$ cat config.mk
export PLATFORM = sky130hd
export DESIGN_NAME = video_frame_reorder_buffer
export DESIGN_NICKNAME = d
export VERILOG_FILES = /design/src/design/vfrb_pkg.sv /design/src/design/vfrb_front.sv /design/src/design/vfrb_out_q.sv /design/src/design/vfrb_engine.sv /design/src/design/video_frame_reorder_buffer.sv
export SDC_FILE = /design/constraint.sdc
export NUM_CORES = 2
export LEC_CHECK = 0
export BUFFER_PORTS_ARGS = -buffer_cell sky130_fd_sc_hd__buf_4
export CAP_MARGIN = 20
export CELL_PAD_IN_SITES_DETAIL_PLACEMENT = 1
export CELL_PAD_IN_SITES_GLOBAL_PLACEMENT = 1
export CORE_MARGIN = 3
export CORE_UTILIZATION = 49
export DETAILED_ROUTE_END_ITERATION = 12
export PLACE_DENSITY = 0.79
export SETUP_SLACK_MARGIN = 0.3
export SLEW_MARGIN = 40
export SYNTH_ARGS = -nofsm -noshare
export SYNTH_HDL_FRONTEND = slang
export SYNTH_SLANG_ARGS = --single-unit
$ cat constraint.sdc
create_clock -name clk -period 11.2 [get_ports clk]
set_input_delay 1.68 -clock clk [delete_from_list [all_inputs] [get_ports clk]]
set_output_delay 1.68 -clock clk [all_outputs]
set_load 0.01 [all_outputs]
$ cat src/design/vfrb_pkg.sv
// vfrb_pkg: shared types and constants of the video frame reorder buffer.
// No dependencies; used by every module of the block.
`timescale 1ns / 1ps
package vfrb_pkg;

	// input command codes
	localparam logic [1:0] CMD_ARRIVE = 2'd0;
	localparam logic [1:0] CMD_ABORT  = 2'd1;
	localparam logic [1:0] CMD_POLL   = 2'd2;
	localparam logic [1:0] CMD_RSVD   = 2'd3;

	// result kinds
	localparam logic [1:0] KIND_NONE    = 2'd0;
	localparam logic [1:0] KIND_DELIVER = 2'd1;
	localparam logic [1:0] KIND_LOST    = 2'd2;

	// configuration register indexes
	localparam logic [1:0] REG_FRAME_LIMIT = 2'd0;
	localparam logic [1:0] REG_BYTE_LIMIT  = 2'd1;
	localparam logic [1:0] REG_HOLD_TIME   = 2'd2;

	localparam logic [4:0]  FRAME_LIMIT_RST = 5'd16;
	localparam logic [31:0] BYTE_LIMIT_RST  = 32'hFFFF_FFFF;
	localparam logic [15:0] HOLD_TIME_RST   = 16'd100;

	localparam logic [31:0] SEQ_HALF  = 32'h8000_0000;
	localparam logic [25:0] MS_TO_US  = 26'd1000;

	typedef enum logic [1:0] {
		CLS_NOP,
		CLS_ARRIVE,
		CLS_ABORT,
		CLS_POLL
	} cls_t;

	typedef struct packed {
		cls_t        cls;
		logic [31:0] seq;
		logic        key;
		logic [23:0] bytes;
		logic [15:0] tag;
		logic [47:0] now;
	} item_t;

	typedef struct packed {
		logic [1:0]  kind;
		logic [31:0] seq;
		logic        key;
		logic [23:0] bytes;
		logic [15:0] tag;
		logic        last;
	} result_t;

	// per-slot removal rule applied during a table scan
	typedef enum logic [2:0] {
		FLT_NONE,
		FLT_NOT_NEWER,
		FLT_KEY_SPAN,
		FLT_EQUAL,
		FLT_EXPIRED
	} flt_t;

	typedef enum logic [3:0] {
		S_IDLE,
		S_DECODE,
		S_SURVEY,
		S_UA_FOUND,
		S_AN_FOUND,
		S_INSERT,
		S_UA_LIM,
		S_AN_LIM,
		S_DELIVER,
		S_LOST_AB,
		S_SKIP,
		S_DRAIN,
		S_AB_DONE,
		S_SET_GAP,
		S_POLL_CHK,
		S_FINISH
	} state_t;

endpackage

$ cat src/design/vfrb_front.sv
// vfrb_front: input queue of the reorder buffer; decodes the command of each item.
// Depends on vfrb_pkg.
`timescale 1ns / 1ps
module vfrb_front (
	input  logic             clk,
	input  logic             arst_n,
	input  logic             push,
	output logic             full,
	input  logic [1:0]       cmd,
	input  logic [31:0]      seq_num,
	input  logic             is_key,
	input  logic [23:0]      frame_bytes,
	input  logic [15:0]      payload_tag,
	input  logic [47:0]      now_time,
	input  logic             take,
	output logic             avail,
	output vfrb_pkg::item_t  item
);

	vfrb_pkg::item_t mem_q [2];
	logic            wp_q;
	logic            rp_q;
	logic [1:0]      cnt_q;
	vfrb_pkg::item_t dec;
	logic            wr;
	logic            rd;

	always_comb begin
		unique case (cmd)
			vfrb_pkg::CMD_ARRIVE: dec.cls = vfrb_pkg::CLS_ARRIVE;
			vfrb_pkg::CMD_ABORT:  dec.cls = vfrb_pkg::CLS_ABORT;
			vfrb_pkg::CMD_POLL:   dec.cls = vfrb_pkg::CLS_POLL;
			default:              dec.cls = vfrb_pkg::CLS_NOP;
		endcase
		dec.seq   = seq_num;
		dec.key   = is_key;
		dec.bytes = frame_bytes;
		dec.tag   = payload_tag;
		dec.now   = now_time;
	end

	assign full  = (cnt_q == 2'd2);
	assign avail = (cnt_q != 2'd0);
	assign item  = mem_q[rp_q];
	assign wr    = push && !full;
	assign rd    = take && avail;

	always_ff @(posedge clk) begin
		if (wr) begin
			mem_q[wp_q] <= dec;
		end
	end

	always_ff @(posedge clk or negedge arst_n) begin
		if (!arst_n) begin
			wp_q  <= 1'b0;
			rp_q  <= 1'b0;
			cnt_q <= 2'd0;
		end else begin
			if (wr) begin
				wp_q <= ~wp_q;
			end
			if (rd) begin
				rp_q <= ~rp_q;
			end
			cnt_q <= cnt_q + 2'(wr) - 2'(rd);
		end
	end

endmodule

$ cat src/design/vfrb_out_q.sv
// vfrb_out_q: two-entry result queue at the output of the reorder buffer.
// Depends on vfrb_pkg.
`timescale 1ns / 1ps
module vfrb_out_q (
	input  logic               clk,
	input  logic               arst_n,
	input  logic               wr,
	input  vfrb_pkg::result_t  wdata,
	output logic               ofull,
	input  logic               pop,
	output logic               empty,
	output vfrb_pkg::result_t  rdata
);

	vfrb_pkg::result_t mem_q [2];
	logic              wp_q;
	logic              rp_q;
	logic [1:0]        cnt_q;
	logic              do_wr;
	logic              do_rd;

	assign ofull = (cnt_q == 2'd2);
	assign empty = (cnt_q == 2'd0);
	assign rdata = mem_q[rp_q];
	assign do_wr = wr && !ofull;
	assign do_rd = pop && !empty;

	always_ff @(posedge clk) begin
		if (do_wr) begin
			mem_q[wp_q] <= wdata;
		end
	end

	always_ff @(posedge clk or negedge arst_n) begin
		if (!arst_n) begin
			wp_q  <= 1'b0;
			rp_q  <= 1'b0;
			cnt_q <= 2'd0;
		end else begin
			if (do_wr) begin
				wp_q <= ~wp_q;
			end
			if (do_rd) begin
				rp_q <= ~rp_q;
			end
			cnt_q <= cnt_q + 2'(do_wr) - 2'(do_rd);
		end
	end

endmodule

$ cat src/design/vfrb_engine.sv
// vfrb_engine: slot table, sequencer and configuration registers of the reorder buffer.
// Depends on vfrb_pkg; fed by vfrb_front, feeds vfrb_out_q.
`timescale 1ns / 1ps
module vfrb_engine #(
	parameter int MAX_HELD = 16
) (
	input  logic               clk,
	input  logic               arst_n,
	input  logic               cfg_we,
	input  logic [1:0]         cfg_idx,
	input  logic [31:0]        cfg_wdata,
	input  logic               avail,
	input  vfrb_pkg::item_t    item,
	output logic               take,
	input  logic               ofull,
	output logic               owr,
	output vfrb_pkg::result_t  odata
);

	localparam int SLOTS   = MAX_HELD + 1;
	localparam int IW      = $clog2(SLOTS);
	localparam int CW      = $clog2(SLOTS + 1);
	localparam int MAX_RES = 2 * MAX_HELD + 1;
	localparam int RW      = $clog2(MAX_RES + 2);

	function automatic logic [31:0] sat_sub(input logic [31:0] h, input logic [23:0] b);
		logic [31:0] bx;
		bx = {8'd0, b};
		return (h >= bx) ? h - bx : 32'd0;
	endfunction

	function automatic logic [31:0] sat_add(input logic [31:0] h, input logic [23:0] b);
		logic [32:0] s;
		s = {1'b0, h} + {9'd0, b};
		return s[32] ? 32'hFFFF_FFFF : s[31:0];
	endfunction

	function automatic logic is_newer(input logic [31:0] a, input logic [31:0] b);
		logic [31:0] d;
		d = a - b;
		return (d != 32'd0) && !d[31];
	endfunction

	function automatic logic expired(input logic [47:0] now, input logic [47:0] since,
			input logic [25:0] hold);
		logic [47:0] d;
		d = now - since;
		return (now >= since) && (d >= {22'd0, hold});
	endfunction

	vfrb_pkg::state_t  state_q, state_d, ret_q, post_q;
	vfrb_pkg::item_t   it_q;
	logic              anchored_q;
	logic [31:0]       last_q;
	logic [31:0]       held_q;
	logic [47:0]       gap_q;
	logic [4:0]        flim_q;
	logic [31:0]       blim_q;
	logic [15:0]       hold_ms_q;

	logic              valid_q [SLOTS];
	logic [31:0]       sseq_q  [SLOTS];
	logic [23:0]       sbytes_q[SLOTS];
	logic [15:0]       stag_q  [SLOTS];
	logic [47:0]       sarr_q  [SLOTS];

	// scan accumulators
	logic [IW-1:0]     idx_q;
	vfrb_pkg::flt_t    flt_q;
	logic [31:0]       tgt_q;
	logic [CW-1:0]     cnt_q;
	logic              fnd_v_q, old_v_q, earl_v_q, free_v_q, rem_q;
	logic [IW-1:0]     fnd_i_q, old_i_q, free_i_q;
	logic [31:0]       old_k_q;
	logic [47:0]       earl_q;

	vfrb_pkg::result_t pend_q;
	logic              pend_v_q;
	logic [RW-1:0]     nres_q;

	// scan controls from the output decode
	logic              sv_go;
	vfrb_pkg::flt_t    sv_flt;
	logic [31:0]       sv_tgt;
	vfrb_pkg::state_t  sv_ret;
	logic              em_v;
	vfrb_pkg::result_t em_r;

	logic              ok, is_next, newer_il, over, poll_exp, hit, last_idx, room1, room2;
	logic [25:0]       hold_us;
	logic [4:0]        flim_nz;
	logic [CW-1:0]     eff;
	logic              cv;
	logic [31:0]       cs, ck;
	logic [47:0]       ca, earliest;

	assign hold_us  = 26'(hold_ms_q) * vfrb_pkg::MS_TO_US;
	assign flim_nz  = (flim_q == 5'd0) ? 5'd1 : flim_q;
	assign eff      = (32'(flim_nz) > MAX_HELD) ? CW'(MAX_HELD) : CW'(flim_nz);
	assign ok       = !(pend_v_q && ofull);
	assign is_next  = (it_q.seq == last_q + 32'd1);
	assign newer_il = is_newer(it_q.seq, last_q);
	assign over     = (cnt_q != '0) && ((cnt_q > eff) || (held_q > blim_q));
	assign poll_exp = (cnt_q != '0) && expired(it_q.now, gap_q, hold_us);
	assign earliest = earl_v_q ? earl_q : 48'd0;
	assign room1    = (32'(nres_q) < MAX_RES);
	assign room2    = (32'(nres_q) + 2 <= MAX_RES);
	assign last_idx = (idx_q == IW'(SLOTS - 1));

	assign cv = valid_q[idx_q];
	assign cs = sseq_q[idx_q];
	assign ca = sarr_q[idx_q];
	assign ck = (cs - last_q) ^ vfrb_pkg::SEQ_HALF;

	always_comb begin
		case (flt_q)
			vfrb_pkg::FLT_NOT_NEWER: hit = !is_newer(cs, it_q.seq);
			vfrb_pkg::FLT_KEY_SPAN:  hit = (cs - last_q) <= (it_q.seq - last_q);
			vfrb_pkg::FLT_EQUAL:     hit = (cs == it_q.seq);
			vfrb_pkg::FLT_EXPIRED:   hit = expired(it_q.now, ca, hold_us);
			default:                 hit = 1'b0;
		endcase
	end

	// next state
	always_comb begin
		state_d = state_q;
		unique case (state_q)
			vfrb_pkg::S_IDLE: if (avail) state_d = vfrb_pkg::S_DECODE;
			vfrb_pkg::S_DECODE: begin
				unique case (it_q.cls)
					vfrb_pkg::CLS_ARRIVE: begin
						if (!anchored_q) state_d = vfrb_pkg::S_SURVEY;
						else if (is_next) state_d = vfrb_pkg::S_DELIVER;
						else if (!newer_il) state_d = vfrb_pkg::S_FINISH;
						else state_d = vfrb_pkg::S_SURVEY;
					end
					vfrb_pkg::CLS_ABORT: begin
						if (!anchored_q || (!is_next && !newer_il))
							state_d = vfrb_pkg::S_FINISH;
						else if (is_next) state_d = vfrb_pkg::S_LOST_AB;
						else state_d = vfrb_pkg::S_SURVEY;
					end
					vfrb_pkg::CLS_POLL: state_d = vfrb_pkg::S_SURVEY;
					default: state_d = vfrb_pkg::S_FINISH;
				endcase
			end
			vfrb_pkg::S_SURVEY: if (last_idx) state_d = ret_q;
			vfrb_pkg::S_UA_FOUND, vfrb_pkg::S_AN_FOUND:
				state_d = fnd_v_q ? vfrb_pkg::S_FINISH : vfrb_pkg::S_INSERT;
			vfrb_pkg::S_INSERT: state_d = vfrb_pkg::S_SURVEY;
			vfrb_pkg::S_UA_LIM: state_d = over ? vfrb_pkg::S_SURVEY : vfrb_pkg::S_FINISH;
			vfrb_pkg::S_AN_LIM: state_d = over ? vfrb_pkg::S_SKIP : vfrb_pkg::S_FINISH;
			vfrb_pkg::S_SKIP, vfrb_pkg::S_DELIVER, vfrb_pkg::S_LOST_AB:
				if (ok) state_d = vfrb_pkg::S_SURVEY;
			vfrb_pkg::S_DRAIN: begin
				if (!fnd_v_q) state_d = post_q;
				else if (ok) state_d = vfrb_pkg::S_SURVEY;
			end
			vfrb_pkg::S_AB_DONE, vfrb_pkg::S_SET_GAP: state_d = vfrb_pkg::S_FINISH;
			vfrb_pkg::S_POLL_CHK: state_d = poll_exp ? vfrb_pkg::S_SKIP : vfrb_pkg::S_FINISH;
			vfrb_pkg::S_FINISH: if (!ofull) state_d = vfrb_pkg::S_IDLE;
			default: state_d = vfrb_pkg::S_IDLE;
		endcase
	end

	// outputs: scan launch, result emission, queue handshakes
	always_comb begin
		sv_go  = 1'b0;
		sv_flt = vfrb_pkg::FLT_NONE;
		sv_tgt = it_q.seq;
		sv_ret = vfrb_pkg::S_FINISH;
		em_v   = 1'b0;
		em_r   = '0;
		take   = 1'b0;
		unique case (state_q)
			vfrb_pkg::S_IDLE: take = avail;
			vfrb_pkg::S_DECODE: begin
				unique case (it_q.cls)
					vfrb_pkg::CLS_ARRIVE: begin
						if (!anchored_q) begin
							sv_go  = 1'b1;
							sv_flt = it_q.key ? vfrb_pkg::FLT_NOT_NEWER : vfrb_pkg::FLT_NONE;
							sv_ret = it_q.key ? vfrb_pkg::S_DELIVER : vfrb_pkg::S_UA_FOUND;
						end else if (!is_next && newer_il) begin
							sv_go  = 1'b1;
							sv_flt = it_q.key ? vfrb_pkg::FLT_KEY_SPAN : vfrb_pkg::FLT_NONE;
							sv_ret = it_q.key ? vfrb_pkg::S_DELIVER : vfrb_pkg::S_AN_FOUND;
						end
					end
					vfrb_pkg::CLS_ABORT: begin
						if (anchored_q && !is_next && newer_il) begin
							sv_go  = 1'b1;
							sv_flt = vfrb_pkg::FLT_EQUAL;
							sv_ret = vfrb_pkg::S_AB_DONE;
						end
					end
					vfrb_pkg::CLS_POLL: begin
						sv_go  = 1'b1;
						sv_flt = anchored_q ? vfrb_pkg::FLT_NONE : vfrb_pkg::FLT_EXPIRED;
						sv_ret = anchored_q ? vfrb_pkg::S_POLL_CHK : vfrb_pkg::S_SET_GAP;
					end
					default: ;
				endcase
			end
			vfrb_pkg::S_INSERT: begin
				sv_go  = 1'b1;
				sv_ret = anchored_q ? vfrb_pkg::S_AN_LIM : vfrb_pkg::S_UA_LIM;
			end
			vfrb_pkg::S_UA_LIM: begin
				sv_go  = over;
				sv_ret = vfrb_pkg::S_UA_LIM;
			end
			vfrb_pkg::S_SKIP: begin
				sv_go  = ok;
				sv_tgt = sseq_q[old_i_q];
				sv_ret = vfrb_pkg::S_DRAIN;
				em_v   = ok && room2;
				em_r.kind = vfrb_pkg::KIND_LOST;
				em_r.seq  = last_q + 32'd1;
			end
			vfrb_pkg::S_DELIVER: begin
				sv_go  = ok;
				sv_tgt = it_q.seq + 32'd1;
				sv_ret = vfrb_pkg::S_DRAIN;
				em_v   = ok && room1;
				em_r.kind  = vfrb_pkg::KIND_DELIVER;
				em_r.seq   = it_q.seq;
				em_r.key   = it_q.key;
				em_r.bytes = it_q.bytes;
				em_r.tag   = it_q.tag;
			end
			vfrb_pkg::S_LOST_AB: begin
				sv_go  = ok;
				sv_tgt = it_q.seq + 32'd1;
				sv_ret = vfrb_pkg::S_DRAIN;
				em_v   = ok && room2;
				em_r.kind = vfrb_pkg::KIND_LOST;
				em_r.seq  = it_q.seq;
			end
			vfrb_pkg::S_DRAIN: begin
				sv_go  = fnd_v_q && ok;
				sv_tgt = sseq_q[fnd_i_q] + 32'd1;
				sv_ret = vfrb_pkg::S_DRAIN;
				em_v   = fnd_v_q && ok && room1;
				em_r.kind  = vfrb_pkg::KIND_DELIVER;
				em_r.seq   = sseq_q[fnd_i_q];
				em_r.bytes = sbytes_q[fnd_i_q];
				em_r.tag   = stag_q[fnd_i_q];
			end
			default: ;
		endcase

		// a new result releases the one held back; the last one waits for its flag
		owr   = 1'b0;
		odata = pend_q;
		if (state_q == vfrb_pkg::S_FINISH) begin
			owr = !ofull;
			if (pend_v_q) odata.last = 1'b1;
			else begin
				odata      = '0;
				odata.last = 1'b1;
			end
		end else if (em_v && pend_v_q) begin
			owr = 1'b1;
		end
	end

	// control state
	always_ff @(posedge clk or negedge arst_n) begin
		if (!arst_n) begin
			state_q    <= vfrb_pkg::S_IDLE;
			anchored_q <= 1'b0;
			last_q     <= 32'd0;
			held_q     <= 32'd0;
			gap_q      <= 48'd0;
			flim_q     <= vfrb_pkg::FRAME_LIMIT_RST;
			blim_q     <= vfrb_pkg::BYTE_LIMIT_RST;
			hold_ms_q  <= vfrb_pkg::HOLD_TIME_RST;
			pend_v_q   <= 1'b0;
			nres_q     <= '0;
			post_q     <= vfrb_pkg::S_FINISH;
			for (int i = 0; i < SLOTS; i++) valid_q[i] <= 1'b0;
		end else begin
			state_q <= state_d;
			if (cfg_we) begin
				case (cfg_idx)
					vfrb_pkg::REG_FRAME_LIMIT: flim_q    <= cfg_wdata[4:0];
					vfrb_pkg::REG_BYTE_LIMIT:  blim_q    <= cfg_wdata;
					vfrb_pkg::REG_HOLD_TIME:   hold_ms_q <= cfg_wdata[15:0];
					default: ;
				endcase
			end
			if (em_v) begin
				pend_v_q <= 1'b1;
				nres_q   <= nres_q + RW'(1);
			end
			unique case (state_q)
				vfrb_pkg::S_DECODE: post_q <= vfrb_pkg::S_FINISH;
				vfrb_pkg::S_SURVEY: begin
					if (cv && hit) begin
						valid_q[idx_q] <= 1'b0;
						held_q         <= sat_sub(held_q, sbytes_q[idx_q]);
					end
				end
				vfrb_pkg::S_UA_FOUND: if (cnt_q == '0) last_q <= it_q.seq;
				vfrb_pkg::S_AN_FOUND: if (!fnd_v_q && cnt_q == '0) gap_q <= it_q.now;
				vfrb_pkg::S_INSERT: begin
					if (free_v_q) begin
						valid_q[free_i_q] <= 1'b1;
						held_q            <= sat_add(held_q, it_q.bytes);
					end
				end
				vfrb_pkg::S_UA_LIM: begin
					if (over) begin
						valid_q[old_i_q] <= 1'b0;
						held_q           <= sat_sub(held_q, sbytes_q[old_i_q]);
					end else begin
						gap_q <= earliest;
					end
				end
				vfrb_pkg::S_AN_LIM: if (over) post_q <= vfrb_pkg::S_AN_LIM;
				vfrb_pkg::S_SKIP: if (ok) last_q <= sseq_q[old_i_q] - 32'd1;
				vfrb_pkg::S_DELIVER: begin
					if (ok) begin
						anchored_q <= 1'b1;
						last_q     <= it_q.seq;
					end
				end
				vfrb_pkg::S_LOST_AB: if (ok) last_q <= it_q.seq;
				vfrb_pkg::S_DRAIN: begin
					if (fnd_v_q) begin
						if (ok) begin
							last_q           <= sseq_q[fnd_i_q];
							valid_q[fnd_i_q] <= 1'b0;
							held_q           <= sat_sub(held_q, sbytes_q[fnd_i_q]);
						end
					end else begin
						gap_q <= earliest;
					end
				end
				vfrb_pkg::S_AB_DONE: if (rem_q) gap_q <= earliest;
				vfrb_pkg::S_SET_GAP: gap_q <= earliest;
				vfrb_pkg::S_POLL_CHK: if (poll_exp) post_q <= vfrb_pkg::S_POLL_CHK;
				vfrb_pkg::S_FINISH: begin
					if (!ofull) begin
						pend_v_q <= 1'b0;
						nres_q   <= '0;
					end
				end
				default: ;
			endcase
		end
	end

	// payload: item, slot contents, scan accumulators, held-back result
	always_ff @(posedge clk) begin
		if (state_q == vfrb_pkg::S_IDLE && avail) it_q <= item;
		if (em_v) pend_q <= em_r;
		if (state_q == vfrb_pkg::S_INSERT && free_v_q) begin
			sseq_q[free_i_q]   <= it_q.seq;
			sbytes_q[free_i_q] <= it_q.bytes;
			stag_q[free_i_q]   <= it_q.tag;
			sarr_q[free_i_q]   <= it_q.now;
		end
		if (sv_go) begin
			idx_q    <= '0;
			flt_q    <= sv_flt;
			tgt_q    <= sv_tgt;
			ret_q    <= sv_ret;
			cnt_q    <= '0;
			fnd_v_q  <= 1'b0;
			old_v_q  <= 1'b0;
			earl_v_q <= 1'b0;
			free_v_q <= 1'b0;
			rem_q    <= 1'b0;
		end else if (state_q == vfrb_pkg::S_SURVEY) begin
			idx_q <= idx_q + IW'(1);
			if (cv && hit) begin
				rem_q <= 1'b1;
			end else if (cv) begin
				cnt_q <= cnt_q + CW'(1);
				if (cs == tgt_q && !fnd_v_q) begin
					fnd_v_q <= 1'b1;
					fnd_i_q <= idx_q;
				end
				if (!old_v_q || ck < old_k_q) begin
					old_v_q <= 1'b1;
					old_i_q <= idx_q;
					old_k_q <= ck;
				end
				if (!earl_v_q || ca < earl_q) begin
					earl_v_q <= 1'b1;
					earl_q   <= ca;
				end
			end else if (!free_v_q) begin
				free_v_q <= 1'b1;
				free_i_q <= idx_q;
			end
		end
	end

endmodule

$ cat src/design/video_frame_reorder_buffer.sv
// video_frame_reorder_buffer: top level of the frame reorder buffer.
// Depends on vfrb_pkg, vfrb_front, vfrb_engine and vfrb_out_q.
`timescale 1ns / 1ps
// Usage:
//  Input channel (push/full): each item is a command. Frame arrived carries
//  seq_num, is_key, frame_bytes and payload_tag; frame aborted uses seq_num;
//  poll tick uses now_time (microseconds) to age out stale gaps. An item is
//  taken on a clock edge with push high and full low; a two-entry input queue
//  lets the next item wait while the engine works.
//  Result channel (empty/pop): delivered frames and lost reports in sequence
//  order, one or more per item, out_last high on the final one. An item that
//  causes nothing yields one result with out_kind zero.
//  Configuration (cfg_we/cfg_idx/cfg_wdata): frame limit, byte limit and hold
//  time; write only while the block is idle.
//  Timing: the engine works on one item at a time. Each lookup walks the
//  MAX_HELD+1 slots of the table one slot per cycle; every frame drained
//  or gap skipped adds one more walk.
//  Reset empties the table and restores the register defaults; no clearing
//  pass is needed. A stalled receiver backs up the two-entry result queue and
//  then freezes the engine, which in turn fills the input queue.
module video_frame_reorder_buffer #(
	parameter int MAX_HELD = 16
) (
	input  logic        clk,
	input  logic        arst_n,
	input  logic        push,
	output logic        full,
	input  logic [1:0]  cmd,
	input  logic [31:0] seq_num,
	input  logic        is_key,
	input  logic [23:0] frame_bytes,
	input  logic [15:0] payload_tag,
	input  logic [47:0] now_time,
	output logic        empty,
	input  logic        pop,
	output logic [1:0]  out_kind,
	output logic [31:0] out_seq,
	output logic        out_key,
	output logic [23:0] out_bytes,
	output logic [15:0] out_tag,
	output logic        out_last,
	input  logic        cfg_we,
	input  logic [1:0]  cfg_idx,
	input  logic [31:0] cfg_wdata
);

	vfrb_pkg::item_t   item;
	logic              avail;
	logic              take;
	logic              ofull;
	logic              owr;
	vfrb_pkg::result_t odata;
	vfrb_pkg::result_t rdata;

	// front: accepts items and decodes the command
	vfrb_front u_front (
		.clk         (clk),
		.arst_n      (arst_n),
		.push        (push),
		.full        (full),
		.cmd         (cmd),
		.seq_num     (seq_num),
		.is_key      (is_key),
		.frame_bytes (frame_bytes),
		.payload_tag (payload_tag),
		.now_time    (now_time),
		.take        (take),
		.avail       (avail),
		.item        (item)
	);

	// back: slot table walks, delivery and gap skipping
	vfrb_engine #(
		.MAX_HELD (MAX_HELD)
	) u_engine (
		.clk       (clk),
		.arst_n    (arst_n),
		.cfg_we    (cfg_we),
		.cfg_idx   (cfg_idx),
		.cfg_wdata (cfg_wdata),
		.avail     (avail),
		.item      (item),
		.take      (take),
		.ofull     (ofull),
		.owr       (owr),
		.odata     (odata)
	);

	// result queue decouples the engine from the receiver
	vfrb_out_q u_out_q (
		.clk    (clk),
		.arst_n (arst_n),
		.wr     (owr),
		.wdata  (odata),
		.ofull  (ofull),
		.pop    (pop),
		.empty  (empty),
		.rdata  (rdata)
	);

	assign out_kind  = rdata.kind;
	assign out_seq   = rdata.seq;
	assign out_key   = rdata.key;
	assign out_bytes = rdata.bytes;
	assign out_tag   = rdata.tag;
	assign out_last  = rdata.last;

endmodule
== Word-level counts from Yosys, hierarchy flattened ==
Memory sizes are Yosys's and may differ from the RTL's. A register that Yosys moved wholly into a read port is not among the register bits.
Index checks and enable logic that the tools add are counted.
Word-level totals
  flip-flop bits (word level): 430
  bits in writable memories: 2438
  input bits: 162
  output and inout bits: 78
  memories kept: 6
Memories
  u_engine.sarr_q: words 17, width 48, rd ports 1, clocked after memory_dff 1, wr ports 1, RTL line vfrb_engine.sv:65  | logic [47:0] sarr_q [SLOTS];
  u_engine.sseq_q: words 17, width 32, rd ports 3, clocked after memory_dff 3, wr ports 1, RTL line vfrb_engine.sv:62  | logic [31:0] sseq_q [SLOTS];
  u_engine.sbytes_q: words 17, width 24, rd ports 3, clocked after memory_dff 3, wr ports 1, RTL line vfrb_engine.sv:63  | logic [23:0] sbytes_q[SLOTS];
  u_engine.stag_q: words 17, width 16, rd ports 1, clocked after memory_dff 1, wr ports 1, RTL line vfrb_engine.sv:64  | logic [15:0] stag_q [SLOTS];
  u_front.mem_q: words 2, width 123, rd ports 1, clocked after memory_dff 1, wr ports 1, RTL line vfrb_front.sv:20  | vfrb_pkg::item_t mem_q [2];
  u_out_q.mem_q: words 2, width 76, rd ports 1, clocked after memory_dff 0, wr ports 1, RTL line vfrb_out_q.sv:15  | vfrb_pkg::result_t mem_q [2];
Cells by class
  add/subtract/negate cells: 21
  $mul: 1
  order comparisons: 23
  eq/ne operators: 49
  mux-type cells: 115
  bitwise gates (word level): 21
  reductions and logical operators: 85
Operators with widths (number)
  $mux W32: 14
  $pmux W32 S4: 2
  $mux W48: 5
  $pmux W48 S5: 1
  $pmux W34 S4: 1
  $add A32 B1 Y32 const B: 3
  $eq A32 B32 Y1: 3
  $ge A32 B24 Y1: 3
  $ge A48 B26 Y1: 2
  $ge A48 B48 Y1: 2
  $pmux W32 S3: 1
  $sub A32 B24 Y32: 3
  $sub A32 B32 Y32: 3
  $sub A48 B48 Y48: 2
  $mux W17: 5
  $pmux W40 S2: 1
  $mux W76: 1
  $mux W75: 1
  $mux W4: 18
  $pmux W17 S4: 1
  $mux W5: 13
  $reduce_bool A32 Y1: 2
  $and A17 B17 Y17: 3
  $not A17 Y17: 3
  65 further kinds: 222

== Depth between registers and ports, before layout ==
  word-level depth: 12
  depth in mapped cells: 39
  depth with buffers taken out: 34

== Modules after synthesis ==
From an unflattened synthesis, not the netlist that was laid out.
Unflattened totals
  cell total of the unflattened synthesis: 10071
  area total of the unflattened synthesis: 156318.7 um2
Modules (own cells, without submodules)
  vfrb_engine: instances 1, cells each 9406, area an instance 141122.8 um2, sequential area each 76781.1 um2
  vfrb_front: instances 1, cells each 410, area an instance 9377.7 um2, sequential area each 7487.2 um2
  vfrb_out_q: instances 1, cells each 255, area an instance 5818.1 um2, sequential area each 4664.5 um2

== Worst setup path after synthesis ==
Ideal clock, no wire load.
  path kind: register to register
  start: register u_engine.state_q[3]
  end: memory u_engine.sarr_q[12][0], enable pin
  arrival time: 9.817 ns
  path slack: 0.637 ns
  stages on the path, launching flop included: 9
  buffers on the path: 3
  clock period less this slack: 10.563 ns
  cell sequence: dfrtp_1 > buf_2 > clkinv_1 > nand2_1 > nor2_1 > clkbuf_1 > clkbuf_1 > nand3_1 > nor3_1
On the way
  word-level cells in the longest chain between the ends: 4
Ends and longest elaborated chain
  from (decl): RTL line vfrb_engine.sv:51  | vfrb_pkg::state_t state_q, state_d, ret_q, post_q;
  from (signal assigned): RTL line vfrb_engine.sv:272  | state_q <= vfrb_pkg::S_IDLE;
  from (signal assigned): RTL line vfrb_engine.sv:285  | state_q <= state_d;
  $eq A4 B3 Y1: RTL line vfrb_engine.sv:360  | if (state_q == vfrb_pkg::S_INSERT && free_v_q) begin
  $logic_and A1 B1 Y1: RTL line vfrb_engine.sv:360
  $mux W1: RTL line vfrb_engine.sv:360
  $mux W1 (implied by the code): RTL line vfrb_engine.sv:364  | sarr_q[free_i_q] <= it_q.now;
  to (decl): RTL line vfrb_engine.sv:65
No other way between the ends.

==> out/metrics.cfg <==
[setup_path]
cp_data_arrival_time_ns=10.92
crit_family=compound AO/OA/AOI/OAI gates
cpPeakStageDelay_ns=0.65
crit_type=reg -> reg
worstPathRequired_ns=11.79
cp_num_buf_inv=3
crit_path_start_kind=flop
end_kind=flop
cp_max_fo=89
slowest_stage=dfxtp_4

[pwr]
p_switching_mw=18.0
switching_share_pct=39.3
comb_power_share_pct=44.9
p_per_area_nw_per_um2=263
leakagePower_nw=59.8
internal_power_mw=27.8
pwr-share-clk_pct=23.4
power_frac_seq_pct=31.7
peakVddDrop_mv=0.382

[synthesis]
syn_nets=10800
synth_cell_types=103
yosysWarningCount=0
synth_edf_count=2770
yosysSeqAreaShare_pct=57.1
ys_ff_latch=3004
synth_ff_type=edfxtp_1
async_reset_ff_share_pct=6.79
syn_inst=10000
synth_area_sq_um=156000
syn_area_per_cell_sq_um=15.5

[placed_design]
dp_hpwl_um=341000
gp_congestion=1.00
port_buffers=239
dpl_worst_slack_ns=0.945

[floorplanning]
core_area_sq_um=315000
dieWidth_um=570
row_count=206
num_io_pins=240
start_util_pct=49.3
die_y_um=570
die-area_sq_um=324000

[drt]
drt_iter0_drc=13500
wire_per_inst_um=35.1
via_per_inst=6.86
drc=0
vias=102000
ant_nets=0
drt_wl_total_um=519000
first_pass_iters=5

[clock_tree]
cts_max_level=5
clock_sinks=3004
cts_inserted_buffers=320
post_cts_resized=0
clk-insertion-delay-late_ns=0.95
cts_tree=built
clk_pin_slew_ns=0.06
cts-root-buf=clkbuf_16
cts_buffer_depth=4

[timing]
timing.final.crit_share_pct=92.2
worstMarginPinSlew_ns=0.995
max-slew-margin-rel_pct=33.3
setup_viol=0
rsz0062_at_grt=no
slew_viol_final=0
worst_slack_ns=0.870
fin_crit_ns=10.33
fmax_mhz=96.8
hold_violations=0
fin_worst_skew_ns=0.0852
tns_ns=0

[global_routing]
track_usage_pct=31.7
grt_pass1_wl_um=754000
grt_max_degree=92
antenna_found_initial=23
grt_pass1_vias=106000
overflow=0

[worst_hold_path]
hold_path_startpoint=u_front.mem_q[0][26]
hold_class=reg -> reg

[layout]
syn2layout_area_growth_pct=11.9
final_common_cell=edfxtp_1
drive_gt1_share_pct=24.7
layout_common_cells=edfxtp_1 (2770), mux4_2 (1159), ha_1 (549)
nFillCells=29300
fin_nets=11100

[status]
status=complete, no violations

[job]
cap_violations=0

[sequential cells by signal, indices dropped and copies added, names as in the netlist, 48 cells and up, named ones only]
register and cells:
u_engine.stag_q 272, u_engine.gap_q 48, u_engine.sbytes_q 408, u_out_q.mem_q 152, u_engine.earl_q 48, u_front.mem_q 246
u_engine.sseq_q 544, u_engine.it_q 123, u_engine.pend_q 75, u_engine.sarr_q 816
[power groups by stage]
stage               clock, mW  sequential, mW  combinational (mW)
finish                   10.7            14.5                20.5
global route             11.3            14.6                22.4
CTS                      10.8            14.5                20.2
detailed placement          0            14.7                20.0
global placement            0            14.6                19.1
floorplan                   0            14.4                13.9
[metal layers]
layer | routed length [um] | vias up | GRT usage [%]
li1 | - | 41000 | -
met3 | 50600 | 1213 | 6.28
met4 | 22600 | 22 | 12.4
met1 | 199000 | 53200 | 42.9
met2 | 247000 | 6082 | 50.8
met5 | 133 | - | 0
[through the flow]
step	hold slack [ns]	instances	total power, mW	util (%)	area (sq um)
finish	0.501	14800	45.7	55.2	174000
global route	0.514	14800	48.3	55.2	174000
CTS	0.493	14800	45.6	55.0	174000
detailed placement	0.465	14200	34.7	51.7	163000
global placement	0.468	14200	33.8	51.6	163000
floorplan	0.426	10000	28.2	-	156000
[cells in the mapped netlist (all sizes together) (71+ instances only)]
master	instances	area, sq um
clkbuf	297	1120
a21oi	506	2530
mux2	314	3550
buf	210	1060
nand4	95	594
ha	549	6870
a211oi	93	698
xnor2	239	2090
o21ai	321	1610
nand3	144	726
xor2	147	1290
mux2i	212	2120
mux4	1164	26200
nor3	194	976
inv	484	1820
a21o	172	1290
nand2	386	1450
nand2b	71	444
dfrtp	166	4150
edfxtp	2770	83200
nor2	367	1380
nor2b	154	963
[final timing paths]
| kind | to | slack, ns | cells after the start |
|---|---|---|---|
| worst min register to register | u_engine.it_q[26] | 0.50 | 1 |
| worst min-delay path | u_engine.it_q[26] | 0.50 | 1 |
| min in group asynchronous | u_front.cnt_q[0] | 0.65 | 1 |
| worst max register to register | u_engine.old_k_q[15] | 0.87 | 31 |
| worst max-delay path | u_engine.old_k_q[15] | 0.87 | 31 |
| max in group asynchronous | u_front.rp_q | 9.01 | 3 |
[cell type report]
cell class	instances	area (sq um)	share of cell area (%)
diodes	8	20.0	0.0115
clock buffers	396	8460	4.86
clock inverters	185	2050	1.17
inverters	485	1820	1.05
multi-input cells	6044	63100	36.2
flip-flops and latches	3004	89000	51.1
well taps	4160	5200	2.99
repair buffers	512	4540	2.61
[cells by family after synthesis]
kind of cell	share of synthesized area, %
xor gates and xnor gates	2.17
and+or+nand+nor	5.39
DFF	57.1
adders and majority gates	5.19
AOI/OAI and AO/OA	7.03
buffers and inverters	2.57
muxes	20.5
[timing repair]
item | in CTS | in global routing
hold buffers | 0 | 0
endpoints found under the setup margin | 0 | 55
buffers inserted | 0 | 1
Note: power is estimated with default switching activity, not from simulation.
